==> src/rtl/core/tasp_pkg.sv <==
package tasp_pkg;

    // Command codes of the input beat.
    localparam logic [1:0] CMD_TICK   = 2'd0;
    localparam logic [1:0] CMD_MOVE_X = 2'd1;
    localparam logic [1:0] CMD_MOVE_Y = 2'd2;
    localparam logic [1:0] CMD_HOME   = 2'd3;

    // Configuration register indexes.
    localparam logic [1:0] CFG_UNIT_CYCLES  = 2'd0;
    localparam logic [1:0] CFG_BEEP_DIVIDER = 2'd1;
    localparam logic [1:0] CFG_PHASE_TICKS  = 2'd2;
    localparam logic [1:0] CFG_BEEP_TICKS   = 2'd3;

    localparam int CFG_INDEX_W = 2;
    localparam int CFG_DATA_W  = 20;

    // Register reset values.
    localparam logic [9:0]  UNIT_CYCLES_RST  = 10'd511;
    localparam logic [4:0]  BEEP_DIVIDER_RST = 5'd1;
    localparam logic [19:0] PHASE_TICKS_RST  = 20'd1000;
    localparam logic [15:0] BEEP_TICKS_RST   = 16'd1000;

    // Position limits.
    localparam logic signed [3:0] POS_MAX = 4'sd5;
    localparam logic signed [3:0] POS_MIN = -4'sd5;

    // Buzzer window bounds of a move, compared against (cycle + 1) * divider.
    localparam logic [15:0] MOVE_WIN0_END   = 16'd50;
    localparam logic [15:0] MOVE_WIN1_START = 16'd130;
    localparam logic [15:0] MOVE_WIN1_END   = 16'd180;
    localparam logic [15:0] MOVE_WIN2_START = 16'd260;
    localparam logic [15:0] MOVE_WIN2_END   = 16'd310;
    localparam logic [15:0] MOVE_WIN3_START = 16'd390;
    localparam logic [15:0] MOVE_WIN3_END   = 16'd440;

    // Homing beep pattern.
    localparam logic [10:0] BEEP_WIN0_END   = 11'd200;
    localparam logic [10:0] BEEP_WIN1_START = 11'd400;
    localparam logic [10:0] BEEP_WIN1_END   = 11'd600;
    localparam logic [10:0] BEEP_WIN2_START = 11'd800;
    localparam logic [10:0] BEEP_WIN2_END   = 11'd1000;
    localparam logic [10:0] BEEP_WIN3_START = 11'd1200;
    localparam logic [10:0] BEEP_WIN3_END   = 11'd1400;
    localparam logic [10:0] BEEP_LAST_ITER  = 11'd1400;

    typedef struct packed {
        logic [1:0]        command;
        logic signed [3:0] target;
    } t_item;

    typedef struct packed {
        logic [3:0]        coils_x;
        logic [3:0]        coils_y;
        logic              buzzer_on;
        logic signed [3:0] position_x;
        logic signed [3:0] position_y;
        logic              busy_res;
        logic              rejected;
    } t_result;

    typedef struct packed {
        logic                   en;
        logic [CFG_INDEX_W-1:0] index;
        logic [CFG_DATA_W-1:0]  data;
    } t_cfg_write;

    // Clockwise half-step coil pattern, bit3 = IN1 .. bit0 = IN4.
    function automatic logic [3:0] seq_cw(input logic [2:0] phase);
        logic [3:0] pat;
        case (phase)
            3'd0: pat = 4'h8;
            3'd1: pat = 4'hC;
            3'd2: pat = 4'h4;
            3'd3: pat = 4'h6;
            3'd4: pat = 4'h2;
            3'd5: pat = 4'h3;
            3'd6: pat = 4'h1;
            default: pat = 4'h9;
        endcase
        return pat;
    endfunction

    // Counter-clockwise half-step coil pattern.
    function automatic logic [3:0] seq_ccw(input logic [2:0] phase);
        logic [3:0] pat;
        case (phase)
            3'd0: pat = 4'h1;
            3'd1: pat = 4'h3;
            3'd2: pat = 4'h2;
            3'd3: pat = 4'h6;
            3'd4: pat = 4'h4;
            3'd5: pat = 4'hC;
            3'd6: pat = 4'h8;
            default: pat = 4'h9;
        endcase
        return pat;
    endfunction

endpackage

==> src/rtl/core/tasp_in_stage.sv <==
module tasp_in_stage (
    input  logic            i_clk,
    input  logic            i_rst_n,
    input  logic            i_valid,
    output logic            o_stall,
    input  logic [1:0]      i_command,
    input  logic signed [3:0] i_target,
    input  logic            i_adv,
    output logic            o_valid,
    output tasp_pkg::t_item o_item
);
    import tasp_pkg::*;

    logic  r_valid;
    logic  n_valid;
    t_item r_item;
    logic  w_accept;

    // The stage refills in the same cycle that its beat moves on.
    assign o_stall  = r_valid && !i_adv;
    assign w_accept = i_valid && !o_stall;
    assign n_valid  = w_accept || (r_valid && !i_adv);

    always_ff @(posedge i_clk) begin
        if (!i_rst_n) begin
            r_valid <= 1'b0;
        end else begin
            r_valid <= n_valid;
        end
    end

    always_ff @(posedge i_clk) begin
        if (w_accept) begin
            r_item.command <= i_command;
            r_item.target  <= i_target;
        end
    end

    assign o_valid = r_valid;
    assign o_item  = r_item;

endmodule

==> src/rtl/core/tasp_engine.sv <==
module tasp_engine (
    input  logic                 i_clk,
    input  logic                 i_rst_n,
    input  logic                 i_adv,
    input  tasp_pkg::t_item      i_item,
    input  tasp_pkg::t_cfg_write i_cfg,
    output tasp_pkg::t_result    o_result
);
    import tasp_pkg::*;

    localparam logic [2:0] MODE_IDLE   = 3'd0;
    localparam logic [2:0] MODE_MOVE_X = 3'd1;
    localparam logic [2:0] MODE_MOVE_Y = 3'd2;
    localparam logic [2:0] MODE_BEEP   = 3'd3;
    localparam logic [2:0] MODE_HOME_X = 3'd4;
    localparam logic [2:0] MODE_HOME_Y = 3'd5;

    logic [9:0]  r_unit_cycles;
    logic [4:0]  r_beep_divider;
    logic [19:0] r_phase_ticks;
    logic [15:0] r_beep_ticks;

    logic signed [3:0] r_pos_x, r_pos_y, r_goal_x, r_goal_y;
    logic signed [3:0] n_pos_x, n_pos_y, n_goal_x, n_goal_y;
    logic [2:0]  r_mode, n_mode;
    logic [2:0]  r_phase, n_phase;
    logic [9:0]  r_cycle, n_cycle;
    logic [19:0] r_tick, n_tick;
    logic [10:0] r_beep_iter, n_beep_iter;

    // Values after the command of this beat has been applied.
    logic signed [3:0] s_goal_x, s_goal_y;
    logic [2:0]  s_mode;
    logic [2:0]  s_phase;
    logic [9:0]  s_cycle;
    logic [19:0] s_tick;
    logic [10:0] s_beep_iter;
    logic        s_rejected;

    logic signed [3:0] w_target;
    logic [4:0]  w_div;
    logic [19:0] w_phase_lim;
    logic [15:0] w_beep_lim;
    logic [20:0] w_tick_inc;
    logic        w_phase_end;
    logic        w_beep_end;
    logic [10:0] w_cycle_inc;
    logic [15:0] w_prod;
    logic        w_unit_end;
    logic        w_move_buz;
    logic        w_beep_buz;
    logic        w_axis_x;
    logic signed [3:0] w_pos;
    logic signed [3:0] w_goal;
    logic signed [3:0] w_pos_next;
    logic        w_up;
    logic [3:0]  w_pattern;
    t_result     w_result;

    // Ends every motion whose axis already stands at its goal.
    function automatic logic [2:0] settle(
        input logic [2:0]        m,
        input logic signed [3:0] px,
        input logic signed [3:0] py,
        input logic signed [3:0] gx,
        input logic signed [3:0] gy
    );
        logic [2:0] res;
        unique case (m)
            MODE_MOVE_X: res = (px == gx) ? MODE_IDLE : MODE_MOVE_X;
            MODE_MOVE_Y: res = (py == gy) ? MODE_IDLE : MODE_MOVE_Y;
            MODE_HOME_X: begin
                if (px != gx) begin
                    res = MODE_HOME_X;
                end else begin
                    res = (py == gy) ? MODE_IDLE : MODE_HOME_Y;
                end
            end
            MODE_HOME_Y: res = (py == gy) ? MODE_IDLE : MODE_HOME_Y;
            default:     res = m;
        endcase
        return res;
    endfunction

    always_comb begin
        if (i_item.target > POS_MAX) begin
            w_target = POS_MAX;
        end else if (i_item.target < POS_MIN) begin
            w_target = POS_MIN;
        end else begin
            w_target = i_item.target;
        end
    end

    assign w_div       = (r_beep_divider == 5'd0) ? 5'd1 : r_beep_divider;
    assign w_phase_lim = (r_phase_ticks == 20'd0) ? 20'd1 : r_phase_ticks;
    assign w_beep_lim  = (r_beep_ticks == 16'd0) ? 16'd1 : r_beep_ticks;

    // Command decode: a command starts only from idle.
    always_comb begin
        s_goal_x    = r_goal_x;
        s_goal_y    = r_goal_y;
        s_mode      = r_mode;
        s_phase     = r_phase;
        s_cycle     = r_cycle;
        s_tick      = r_tick;
        s_beep_iter = r_beep_iter;
        s_rejected  = 1'b0;
        if (r_mode != MODE_IDLE) begin
            s_rejected = (i_item.command != CMD_TICK);
        end else if (i_item.command != CMD_TICK) begin
            s_phase     = 3'd0;
            s_cycle     = 10'd0;
            s_tick      = 20'd0;
            s_beep_iter = 11'd0;
            unique case (i_item.command)
                CMD_MOVE_X: begin
                    s_goal_x = w_target;
                    s_mode   = settle(MODE_MOVE_X, r_pos_x, r_pos_y, w_target, r_goal_y);
                end
                CMD_MOVE_Y: begin
                    s_goal_y = w_target;
                    s_mode   = settle(MODE_MOVE_Y, r_pos_x, r_pos_y, r_goal_x, w_target);
                end
                default: begin
                    s_goal_x = 4'sd0;
                    s_goal_y = 4'sd0;
                    s_mode   = MODE_BEEP;
                end
            endcase
        end
    end

    // cycle >= unit/d  <=>  (cycle + 1) * d > unit, and the buzzer windows
    // follow the same rewrite, so one small product replaces all divisions.
    assign w_cycle_inc = {1'b0, s_cycle} + 11'd1;
    assign w_prod      = {5'd0, w_cycle_inc} * {11'd0, w_div};
    assign w_unit_end  = w_prod > {6'd0, r_unit_cycles};
    assign w_move_buz  = (w_prod <= MOVE_WIN0_END) ||
                         (w_prod > MOVE_WIN1_START && w_prod <= MOVE_WIN1_END) ||
                         (w_prod > MOVE_WIN2_START && w_prod <= MOVE_WIN2_END) ||
                         (w_prod > MOVE_WIN3_START && w_prod <= MOVE_WIN3_END);
    assign w_beep_buz  = (s_beep_iter < BEEP_WIN0_END) ||
                         (s_beep_iter >= BEEP_WIN1_START && s_beep_iter < BEEP_WIN1_END) ||
                         (s_beep_iter >= BEEP_WIN2_START && s_beep_iter < BEEP_WIN2_END) ||
                         (s_beep_iter >= BEEP_WIN3_START && s_beep_iter < BEEP_WIN3_END);

    assign w_tick_inc  = {1'b0, s_tick} + 21'd1;
    assign w_phase_end = w_tick_inc >= {1'b0, w_phase_lim};
    assign w_beep_end  = w_tick_inc >= {5'd0, w_beep_lim};

    assign w_axis_x   = (s_mode == MODE_MOVE_X) || (s_mode == MODE_HOME_X);
    assign w_pos      = w_axis_x ? r_pos_x : r_pos_y;
    assign w_goal     = w_axis_x ? s_goal_x : s_goal_y;
    assign w_up       = w_pos < w_goal;
    assign w_pos_next = w_up ? (w_pos + 4'sd1) : (w_pos - 4'sd1);
    assign w_pattern  = w_up ? seq_cw(s_phase) : seq_ccw(s_phase);

    // One tick of the running operation.
    always_comb begin
        n_goal_x    = s_goal_x;
        n_goal_y    = s_goal_y;
        n_mode      = s_mode;
        n_phase     = s_phase;
        n_cycle     = s_cycle;
        n_tick      = s_tick;
        n_beep_iter = s_beep_iter;
        n_pos_x     = r_pos_x;
        n_pos_y     = r_pos_y;
        w_result    = '0;
        w_result.rejected = s_rejected;
        unique case (s_mode)
            MODE_BEEP: begin
                w_result.busy_res  = 1'b1;
                w_result.buzzer_on = w_beep_buz;
                if (w_beep_end) begin
                    n_tick = 20'd0;
                    if (s_beep_iter >= BEEP_LAST_ITER) begin
                        n_beep_iter = 11'd0;
                        n_phase     = 3'd0;
                        n_cycle     = 10'd0;
                        n_mode      = settle(MODE_HOME_X, r_pos_x, r_pos_y,
                                             s_goal_x, s_goal_y);
                    end else begin
                        n_beep_iter = s_beep_iter + 11'd1;
                    end
                end else begin
                    n_tick = w_tick_inc[19:0];
                end
            end
            MODE_MOVE_X, MODE_MOVE_Y, MODE_HOME_X, MODE_HOME_Y: begin
                w_result.busy_res  = 1'b1;
                w_result.buzzer_on = w_move_buz;
                if (w_axis_x) begin
                    w_result.coils_x = w_pattern;
                end else begin
                    w_result.coils_y = w_pattern;
                end
                if (w_phase_end) begin
                    n_tick = 20'd0;
                    if (s_phase == 3'd7) begin
                        n_phase = 3'd0;
                        if (w_unit_end) begin
                            n_cycle = 10'd0;
                            if (w_axis_x) begin
                                n_pos_x = w_pos_next;
                            end else begin
                                n_pos_y = w_pos_next;
                            end
                            n_mode = settle(s_mode, n_pos_x, n_pos_y, s_goal_x, s_goal_y);
                        end else begin
                            n_cycle = s_cycle + 10'd1;
                        end
                    end else begin
                        n_phase = s_phase + 3'd1;
                    end
                end else begin
                    n_tick = w_tick_inc[19:0];
                end
            end
            default: begin
                n_mode = s_mode;
            end
        endcase
        w_result.position_x = n_pos_x;
        w_result.position_y = n_pos_y;
    end

    assign o_result = w_result;

    always_ff @(posedge i_clk) begin
        if (!i_rst_n) begin
            r_unit_cycles  <= UNIT_CYCLES_RST;
            r_beep_divider <= BEEP_DIVIDER_RST;
            r_phase_ticks  <= PHASE_TICKS_RST;
            r_beep_ticks   <= BEEP_TICKS_RST;
        end else if (i_cfg.en) begin
            unique case (i_cfg.index)
                CFG_UNIT_CYCLES:  r_unit_cycles  <= i_cfg.data[9:0];
                CFG_BEEP_DIVIDER: r_beep_divider <= i_cfg.data[4:0];
                CFG_PHASE_TICKS:  r_phase_ticks  <= i_cfg.data[19:0];
                CFG_BEEP_TICKS:   r_beep_ticks   <= i_cfg.data[15:0];
            endcase
        end
    end

    always_ff @(posedge i_clk) begin
        if (!i_rst_n) begin
            r_pos_x     <= 4'sd0;
            r_pos_y     <= 4'sd0;
            r_goal_x    <= 4'sd0;
            r_goal_y    <= 4'sd0;
            r_mode      <= MODE_IDLE;
            r_phase     <= 3'd0;
            r_cycle     <= 10'd0;
            r_tick      <= 20'd0;
            r_beep_iter <= 11'd0;
        end else if (i_adv) begin
            r_pos_x     <= n_pos_x;
            r_pos_y     <= n_pos_y;
            r_goal_x    <= n_goal_x;
            r_goal_y    <= n_goal_y;
            r_mode      <= n_mode;
            r_phase     <= n_phase;
            r_cycle     <= n_cycle;
            r_tick      <= n_tick;
            r_beep_iter <= n_beep_iter;
        end
    end

endmodule

==> src/rtl/core/tasp_out_stage.sv <==
module tasp_out_stage (
    input  logic              i_clk,
    input  logic              i_rst_n,
    input  logic              i_in_valid,
    input  tasp_pkg::t_result i_result,
    input  logic              i_stall,
    output logic              o_adv,
    output logic              o_valid,
    output tasp_pkg::t_result o_result
);
    import tasp_pkg::*;

    logic    r_valid;
    logic    n_valid;
    t_result r_result;

    // The result register takes a new beat when empty or when its beat leaves.
    assign o_adv   = i_in_valid && (!r_valid || !i_stall);
    assign n_valid = o_adv || (r_valid && i_stall);

    always_ff @(posedge i_clk) begin
        if (!i_rst_n) begin
            r_valid <= 1'b0;
        end else begin
            r_valid <= n_valid;
        end
    end

    always_ff @(posedge i_clk) begin
        if (o_adv) begin
            r_result <= i_result;
        end
    end

    assign o_valid  = r_valid;
    assign o_result = r_result;

endmodule

==> src/rtl/core/two_axis_stepper_half_step_positioner.sv <==
// Channel  | Direction | Handshake              | Payload
// ---------+-----------+------------------------+--------------------------------------
// input    | in        | i_in_valid / o_in_stall   | i_command, i_target
// result   | out       | o_out_valid / i_out_stall | coils, buzzer, positions, busy, rejected
// config   | in        | i_cfg_valid / o_cfg_ready | i_cfg_index, i_cfg_data
//
// One beat is accepted every cycle unless o_in_stall is high; it reaches the result register
// via the input register. The rate is set by the single step of the positioner, whose
// longest path is one 11 by 5 bit product followed by a compare and the state selection.
// Reset is synchronous and active low; it clears all positions, the operation state
// and the handshake registers, and loads the register reset values.
// A stall on the result side holds the result register and then the input register,
// and the input side stalls only while both are full.
module two_axis_stepper_half_step_positioner (
    input  logic                            i_clk,
    input  logic                            i_rst_n,
    input  logic                            i_in_valid,
    output logic                            o_in_stall,
    input  logic [1:0]                      i_command,
    input  logic signed [3:0]               i_target,
    output logic                            o_out_valid,
    input  logic                            i_out_stall,
    output logic [3:0]                      o_coils_x,
    output logic [3:0]                      o_coils_y,
    output logic                            o_buzzer_on,
    output logic signed [3:0]               o_position_x,
    output logic signed [3:0]               o_position_y,
    output logic                            o_busy_res,
    output logic                            o_rejected,
    input  logic                            i_cfg_valid,
    output logic                            o_cfg_ready,
    input  logic [tasp_pkg::CFG_INDEX_W-1:0] i_cfg_index,
    input  logic [tasp_pkg::CFG_DATA_W-1:0]  i_cfg_data
);
    import tasp_pkg::*;

    logic       w_item_valid;
    t_item      w_item;
    logic       w_adv;
    t_cfg_write w_cfg;
    t_result    w_step_result;
    t_result    w_out_result;

    // Register writes are taken in any cycle.
    assign o_cfg_ready = 1'b1;
    assign w_cfg.en    = i_cfg_valid;
    assign w_cfg.index = i_cfg_index;
    assign w_cfg.data  = i_cfg_data;

    // Input register: holds one command beat ahead of the step logic.
    tasp_in_stage u_in_stage (
        .i_clk     (i_clk),
        .i_rst_n   (i_rst_n),
        .i_valid   (i_in_valid),
        .o_stall   (o_in_stall),
        .i_command (i_command),
        .i_target  (i_target),
        .i_adv     (w_adv),
        .o_valid   (w_item_valid),
        .o_item    (w_item)
    );

    // Positioner state and the step that one beat performs; the state only moves
    // when the beat really advances into the result register.
    tasp_engine u_engine (
        .i_clk    (i_clk),
        .i_rst_n  (i_rst_n),
        .i_adv    (w_adv),
        .i_item   (w_item),
        .i_cfg    (w_cfg),
        .o_result (w_step_result)
    );

    // Result register: parts the result side from the input side.
    tasp_out_stage u_out_stage (
        .i_clk      (i_clk),
        .i_rst_n    (i_rst_n),
        .i_in_valid (w_item_valid),
        .i_result   (w_step_result),
        .i_stall    (i_out_stall),
        .o_adv      (w_adv),
        .o_valid    (o_out_valid),
        .o_result   (w_out_result)
    );

    assign o_coils_x    = w_out_result.coils_x;
    assign o_coils_y    = w_out_result.coils_y;
    assign o_buzzer_on  = w_out_result.buzzer_on;
    assign o_position_x = w_out_result.position_x;
    assign o_position_y = w_out_result.position_y;
    assign o_busy_res   = w_out_result.busy_res;
    assign o_rejected   = w_out_result.rejected;

endmodule

==> config.mk <==
export PLATFORM = sky130hd
export DESIGN_NAME = two_axis_stepper_half_step_positioner
export DESIGN_NICKNAME = d
export VERILOG_FILES = /design/src/rtl/core/tasp_pkg.sv /design/src/rtl/core/tasp_in_stage.sv /design/src/rtl/core/tasp_engine.sv /design/src/rtl/core/tasp_out_stage.sv /design/src/rtl/core/two_axis_stepper_half_step_positioner.sv
export SDC_FILE = /design/constraint.sdc
export NUM_CORES = 1
export LEC_CHECK = 0
export ABC_AREA = 1
export BUFFER_PORTS_ARGS = -buffer_cell sky130_fd_sc_hd__clkbuf_2
export CORE_MARGIN = 2
export CORE_UTILIZATION = 65
export CTS_CLUSTER_DIAMETER = 60
export CTS_CLUSTER_SIZE = 12
export DETAILED_ROUTE_END_ITERATION = 10
export GPL_ROUTABILITY_DRIVEN = 0
export HOLD_SLACK_MARGIN = 0.06
export PLACE_DENSITY_LB_ADDON = 0.05
export SETUP_SLACK_MARGIN = 0.1
export SLEW_MARGIN = 20
export SYNTH_ARGS = -nofsm -noshare
export SYNTH_HDL_FRONTEND = slang
export SYNTH_SLANG_ARGS = --single-unit
==> constraint.sdc <==
create_clock -name i_clk -period 10.2 [get_ports i_clk]
set_clock_uncertainty 0.15 [all_clocks]
set_input_delay 0 -clock i_clk [delete_from_list [all_inputs] [get_ports i_clk]]
set_output_delay 0 -clock i_clk [all_outputs]
set_load 0.01 [all_outputs]
======== Word level (Yosys, flattened, before mapping) ========
Index checks and enable logic that the tools add are counted.
word-level totals
  input port bits ......................... 33
  register bits after elaboration ......... 141
  output and inout port bits .............. 22
  logic and storage cells ................. 197
cells by class
  bitwise gates (word level) .............. 1
  order comparisons ....................... 21
  multipliers ............................. 1
  mux-type cells .......................... 80
  add/sub/neg operators ................... 7
  equal/unequal tests ..................... 24
  reductions and logical operators ........ 39
operators with widths
  operator                                                                        number
  4-bit two-way mux                                                               28
  20-bit two-way mux                                                              5
  10-bit two-way mux                                                              7
  4-bit one-hot mux with 7 select lines                                           2
  11-bit two-way mux                                                              5
  3-bit two-way mux                                                               17
  20-bit one-hot mux with 2 select lines                                          1
  16-bit by 9-bit > comparator with 1-bit output, second input constant           2
  16-bit by 9-bit <= comparator with 1-bit output, second input constant          2
  11-bit >= comparator, second input constant                                     2
  11-bit by 10-bit less-than comparator with 1-bit output, second input constant  2
  20-bit by 1-bit adder with 21-bit output, second input constant                 1
  21-bit by 16-bit >= comparator with 1-bit output                                1
  21-bit by 20-bit >= comparator with 1-bit output                                1
  4-bit == test                                                                   5
  20-bit zero test                                                                1
  10-bit one-hot mux with 2 select lines                                          1
  3-bit == test, second input constant                                            6
  3-bit one-hot mux with 2 select lines                                           3
  16-bit by 10-bit > comparator with 1-bit output                                 1
  16-bit by 8-bit > comparator with 1-bit output, second input constant           1
  16-bit by 6-bit <= comparator with 1-bit output, second input constant          1
  16-bit by 8-bit <= comparator with 1-bit output, second input constant          1
  16-bit zero test                                                                1
  other kinds (39)                                                                76

======== Depth between registers and ports, before layout ========
  depth after elaboration ................. 26
  gate-level depth with buffers ........... 45
  gate-level depth less buffers ........... 44

======== By module ========
Synthesis repeated with hierarchy kept, for this count alone.
second synthesis, totals
  cells, all modules ...................... 1640
  area, all modules ....................... 11481.0 um^2
by module, submodules not included
  module                                 cells an instance  times used  sequential area each (um^2)  area an instance (um^2)
  tasp_engine                            1599               1           2282.2                       10623.9
  tasp_out_stage                         25                 1           590.6                        615.6
  tasp_in_stage                          14                 1           200.2                        230.2
  two_axis_stepper_half_step_positioner  2                  1           0.0                          11.3

======== Worst setup path after synthesis ========
Ideal clock, no wire load.
  kind .................................... register to register
  start point ............................. reg u_in_stage.r_item, in the netlist u_in_stage.o_item[4]
  end point ............................... reg u_out_stage.r_result, in the netlist u_out_stage.o_result[2] (data pin)
  arrival ................................. 6.316 ns
  setup slack ............................. 3.469 ns
  clock period less this slack ............ 6.731 ns
  data required time ...................... 9.785 ns
  cell stages (with the launch flop) ...... 39
  cells stage by stage .................... edfxtp_1 -> inv_1 -> ha_1 -> inv_1 -> nand2_4 -> inv_4 -> clkbuf_1 -> nor2_1 -> ha_1 -> or2_2 -> nand2_1 -> inv_1 -> nand2_1 -> fa_1 -> fa_1 -> fa_1 -> inv_1 -> ha_1 -> [... 3 more ...] -> o21ai_0 -> or2_2 -> nand2_1 -> inv_1 -> ha_1 -> a21oi_1 -> o21ai_0 -> a21oi_1 -> or2_2 -> a22oi_1 -> nor2_1 -> inv_1 -> nor2_1 -> nor2_1 -> nand2_1 -> buf_2 -> nor2_1 -> xor2_1
between the ends
  longest elaborated chain between the ends .. 18
RTL lines
  what                                                                                    RTL line              text
  start: declaration                                                                      tasp_in_stage.sv:16   t_item r_item;
  branches (longest 17 deep; another with 11-bit by 5-bit multiplier with 16-bit output)  -
  4-bit two-way mux *                                                                     tasp_engine.sv:172    unique case (s_mode)
  via u_engine.n_pos_y[0]                                                                 tasp_engine.sv:24     logic signed [3:0] n_pos_x, n_pos_y, n_goal_x, n_goal_y;
  end signal: assignment                                                                  tasp_out_stage.sv:31  r_result <= i_result;
  end: declaration                                                                        tasp_out_stage.sv:15  t_result r_result;
Mark *: on every way through the listed nets, which the timed path passes. The select of a mux whose other input is x is not followed.
A chain may end at the register's enable or synchronous reset.

======== Worst setup path in the final report ========
  start point ............................. reg u_in_stage.r_item, in the netlist u_in_stage.o_item[4]
  end point ............................... reg u_engine.r_pos_y[3]
between the ends
  longest elaborated chain between the ends .. 18
RTL lines
  what                                                                                    RTL line            text
  branches (longest 17 deep; another with 11-bit by 5-bit multiplier with 16-bit output)  -
  4-bit two-way mux *                                                                     tasp_engine.sv:172
  via u_engine.n_pos_y[3]                                                                 tasp_engine.sv:24
  end signal: assignment                                                                  tasp_engine.sv:260  r_pos_y <= n_pos_y;
  end: declaration                                                                        tasp_engine.sv:23   logic signed [3:0] r_pos_x, r_pos_y, r_goal_x, r_goal_y;
Marked as above.

==> results.md <==
* Slowest Stage Delay on Critical Path at 0.54 ns
* FF+latch count, synth at 141
* Clock group share of total power at 0.318
* Synthesis warning total at 0
* Count of antenna-violating nets left after detailed routing at 0
* Clk sinks at 141
* CP Launch Type: flop
* Layout fillers at 1447
* Number of global-route vias before repair at 10200
* Hold-critical path depth at 2
* Fin crit period at 7.92 ns
* Clk Latency, worst-skew pair at 0.42 ns
* Portion of total power attributed to sequential cells at 0.328
* Total Nets Final at 1873
* Power density normalized to cell area at 151 nW/um2
* Hpwl dp at 20.5 mm
* Setup violations, final at 0
* Placed inst area at 11700 um2
* Setup Buffers After CTS at 0
* Leak pwr at 6.22 nW
* Worst reg2reg endpoint: u_engine.r_pos_y[3]
* Number of buffers inserted by hold repair at cts at 41
* CTS tree: yes
* Fraction of final layout cells sized beyond drive strength 1 at 0.0823
* Final-report max-slew violation count at 0
* Part of the Yosys area used for sequential elements at 0.271
* Clock buffers created by TritonCTS at 17
* Critical-path top delay cell: sky130_fd_sc_hd__fa_1
* Total wire length at 28.5 mm
* DR pass1 iterations at 6
* Synth unique cells at 63
* H-tree Lvls at 4
* Required arrival time at the worst endpoint at 10.36 ns
* Total standard cell area after synthesis at 11400 um2
* Wire length of the first global-routing pass at 47.7 mm
* Total congestion overflow at 0
* Root cell of the clock tree: sky130_fd_sc_hd__clkbuf_16
* Worst reg-to-reg setup slack at 2.28 ns
* Post-Synthesis Cells at 1653
* Net count after synthesis at 1802
* Worst r2r path cells at 39
* Max capacitance violation total at 0
* DRC errors left at 0
* Startpoint of the worst register-to-register path: u_in_stage.o_item[4]
* Overall via count from detail_route at 11000
* Antenna Diode Count at 0
* Most used cell, CP: sky130_fd_sc_hd__inv_1
* Post-route clock period utilization at 0.776
* Post-route standard cell area excluding fillers at 12700 um2
* Part of the power in combinational logic at 0.354
* Total Negative Setup Slacks at 0 ns
* Max-Slew Margin vs Limit at 0.388
* Initial core utilization at 0.661
* Post-DR wirelength/cell at 14.5 um
* Width of the die at 136 um
* CP Launch Point: u_in_stage.o_item[4]
* Worst-case hold path end point: u_in_stage.o_item[1]
* Maximum clock rate at 126 MHz
* Largest net degree at the start of global routing at 77
* Category of the critical setup timing path: reg -> reg
* Setup repair after global routing missed its margin: false
* Floorplan row count at 48
* Antenna violations before repair at 0
* Number of port buffers at 53
* Average via count per standard cell at 5.61
* Worst Tran Pin Value at 0.915 ns
* Internal power contribution at 1.18 mW
* Hold Startpoint: i_target[1]
* Layout area overhead at 12.1%
* Buffer depth of the longest clock path at 2
* Non-filler instance count after layout at 1962
* Fraction of power spent switching nets at 0.385
* Worst Hold Class: in -> reg
* Die area at 18600 um2
* Mean instance size in the synthesized netlist at 6.87 um2
* Number of DRC markers in iteration 0 at 957
* Register clock-pin slew on the reported worst setup and hold paths at 0.06 ns
* Critical-path maximum fanout at 37
* Placed cell count at 1889
* Kind of capture point of the worst setup path: flop
* Post-cts sizing count at 0
* Run status: complete, no violations
* Final Hold Fails at 0
* Number of top-level design ports at 55
* Die boundary height at 136 um
* Signal arrival time at the worst endpoint at 8.08 ns
* Area of the core at 17200 um2
* Peak supply drop at 0.000111 V
* Power dissipated by switching net loads at 0.739 mW
* Total global routing track utilization at 0.318
[synthesized netlist by cell type, drive strengths merged]
| cell | count | share of area |
|---|---|---|
| a221o | 2 | 0.0018 |
| nand4 | 19 | 0.010 |
| a211oi | 5 | 0.0033 |
| o21a | 1 | 0.00066 |
| o311ai | 2 | 0.0015 |
| ha | 89 | 0.098 |
| nor2 | 144 | 0.056 |
| a21oi | 136 | 0.061 |
| nor3 | 28 | 0.014 |
| dfxtp | 116 | 0.20 |
| nand3b | 1 | 0.00066 |
| o32ai | 1 | 0.00077 |
| o211ai | 53 | 0.035 |
| o21bai | 4 | 0.0026 |
| o41ai | 2 | 0.0015 |
| a21o | 1 | 0.00066 |
| xnor2 | 4 | 0.0031 |
| a2111oi | 1 | 0.00077 |
| fa | 27 | 0.048 |
| o22ai | 14 | 0.0083 |
| a22oi | 1 | 0.00066 |
| a221oi | 2 | 0.0015 |
| a311oi | 1 | 0.00077 |
| xor2 | 33 | 0.026 |
| clkbuf | 37 | 0.012 |
| nor4 | 9 | 0.0063 |
| edfxtp | 25 | 0.066 |
| or2 | 9 | 0.0050 |
| buf | 10 | 0.0052 |
| and3 | 1 | 0.00055 |
| nand3 | 80 | 0.038 |
| o21ai | 128 | 0.057 |
| a31oi | 5 | 0.0028 |
| o221ai | 4 | 0.0031 |
| o31ai | 2 | 0.0013 |
| conb | 1 | 0.00033 |
| inv | 324 | 0.11 |
| clkinv | 3 | 0.00099 |
| and2 | 3 | 0.0019 |
| o2111ai | 3 | 0.0023 |
| nand2 | 322 | 0.11 |
[flip-flops by register name, indices dropped and copies added, names as in the netlist, 4 cells and up]
signal and count:
u_engine.r_phase_ticks 20, u_engine.r_tick 20, u_out_stage.o_result 19, u_engine.r_beep_ticks 16, u_engine.r_beep_iter 11, u_engine.r_cycle 10, u_engine.r_unit_cycles 10, u_in_stage.o_item 6
u_engine.r_beep_divider 5, u_engine.r_goal_x 4, u_engine.r_goal_y 4, u_engine.r_pos_x 4, u_engine.r_pos_y 4
[final cells by class]
class                   count  area, um2  share of cell area
clock buffers              19        433              0.0340
clock inverters            13        143              0.0112
inverters                 327       1230              0.0968
multi-input cells        1138       6860               0.539
flip-flops and latches    141       3070               0.241
well taps                 225        282              0.0221
repair buffers             99        713              0.0560
[metrics by stage]
| step | total power, mW | hold slack (ns) | setup WS (ns) | utilization |
|---|---|---|---|---|
| final | 1.92 | 0.143 | 2.28 | 0.741 |
| after global routing | 2.05 | 0.133 | 1.57 | 0.741 |
| after CTS | 1.92 | 0.132 | 2.35 | 0.741 |
| after detailed placement | 1.29 | 0.0287 | 2.41 | 0.684 |
| after global placement | 1.28 | 0.0280 | 2.61 | 0.684 |
| after floorplan | 1.14 | -0.0511 | 3.47 | - |
[power groups by stage]
stage                     sequential, mW  clock (mW)  combinational (mW)
final                              0.630       0.610               0.679
after global placement             0.640           0               0.642
after global routing               0.633       0.641               0.772
after floorplan                    0.638           0               0.505
after CTS                          0.629       0.618               0.671
after detailed placement           0.641           0               0.654
[critical path: cells and delay by family, from the launching register on]
family,cells,cell delay [ns]
fa+ha+maj,7,2.59
flops,1,0.36
simple gates,14,2.51
buf+inv,9,1.09
compound gates,9,1.11
[cells in the final DEF (no fill, tap or decap), types with 9 or more instances in the layout]
cell type                       count
sky130_fd_sc_hd__nand2_1          314
sky130_fd_sc_hd__fa_1              27
sky130_fd_sc_hd__o22ai_1           13
sky130_fd_sc_hd__a21oi_1          134
sky130_fd_sc_hd__xor2_1            32
sky130_fd_sc_hd__dlygate4sd3_1     41
sky130_fd_sc_hd__nor2_1           129
sky130_fd_sc_hd__o211ai_1          53
sky130_fd_sc_hd__nor3_1            26
sky130_fd_sc_hd__dfxtp_1          116
sky130_fd_sc_hd__nand3_1           74
sky130_fd_sc_hd__nand4_1           19
sky130_fd_sc_hd__edfxtp_1          25
sky130_fd_sc_hd__o21ai_0          119
sky130_fd_sc_hd__inv_1            314
sky130_fd_sc_hd__clkbuf_2          53
sky130_fd_sc_hd__clkbuf_16         17
sky130_fd_sc_hd__ha_1              89
sky130_fd_sc_hd__nor2_4             9
[metal layers]
metal	track usage	routed length, um	vias to the layer above
li1	-	-	5566
met1	0.435	12800	4989
met2	0.520	13300	407
met3	0.0459	1850	47
met4	0.100	535	0
met5	0	0	-
[cells by family (layout without fill, tap and decap cells)]
family	count (synthesis)	count (layout)	synth area share
and+or+nand+nor	616	616	0.242
AOI/OAI and AO/OA	368	368	0.187
DFF	141	141	0.271
adders and majority gates	116	116	0.146
other	1	1	0.000330
xor gates and xnor gates	37	37	0.0292
buffers and inverters	374	458	0.126
[worst max path at each step]
stage                                    to  slack, ns  depth (start not counted)
finish                  u_engine.r_pos_y[3]       2.28                         39
global placement        u_engine.r_pos_x[3]       2.61                         37
CTS                     u_engine.r_pos_y[3]       2.35                         37
detailed placement      u_engine.r_pos_y[3]       2.41                         37
floorplan           u_out_stage.o_result[2]       3.47                         38
global route            u_engine.r_pos_y[3]       1.57                         37
No activity file was read; power rests on OpenSTA's default activity.
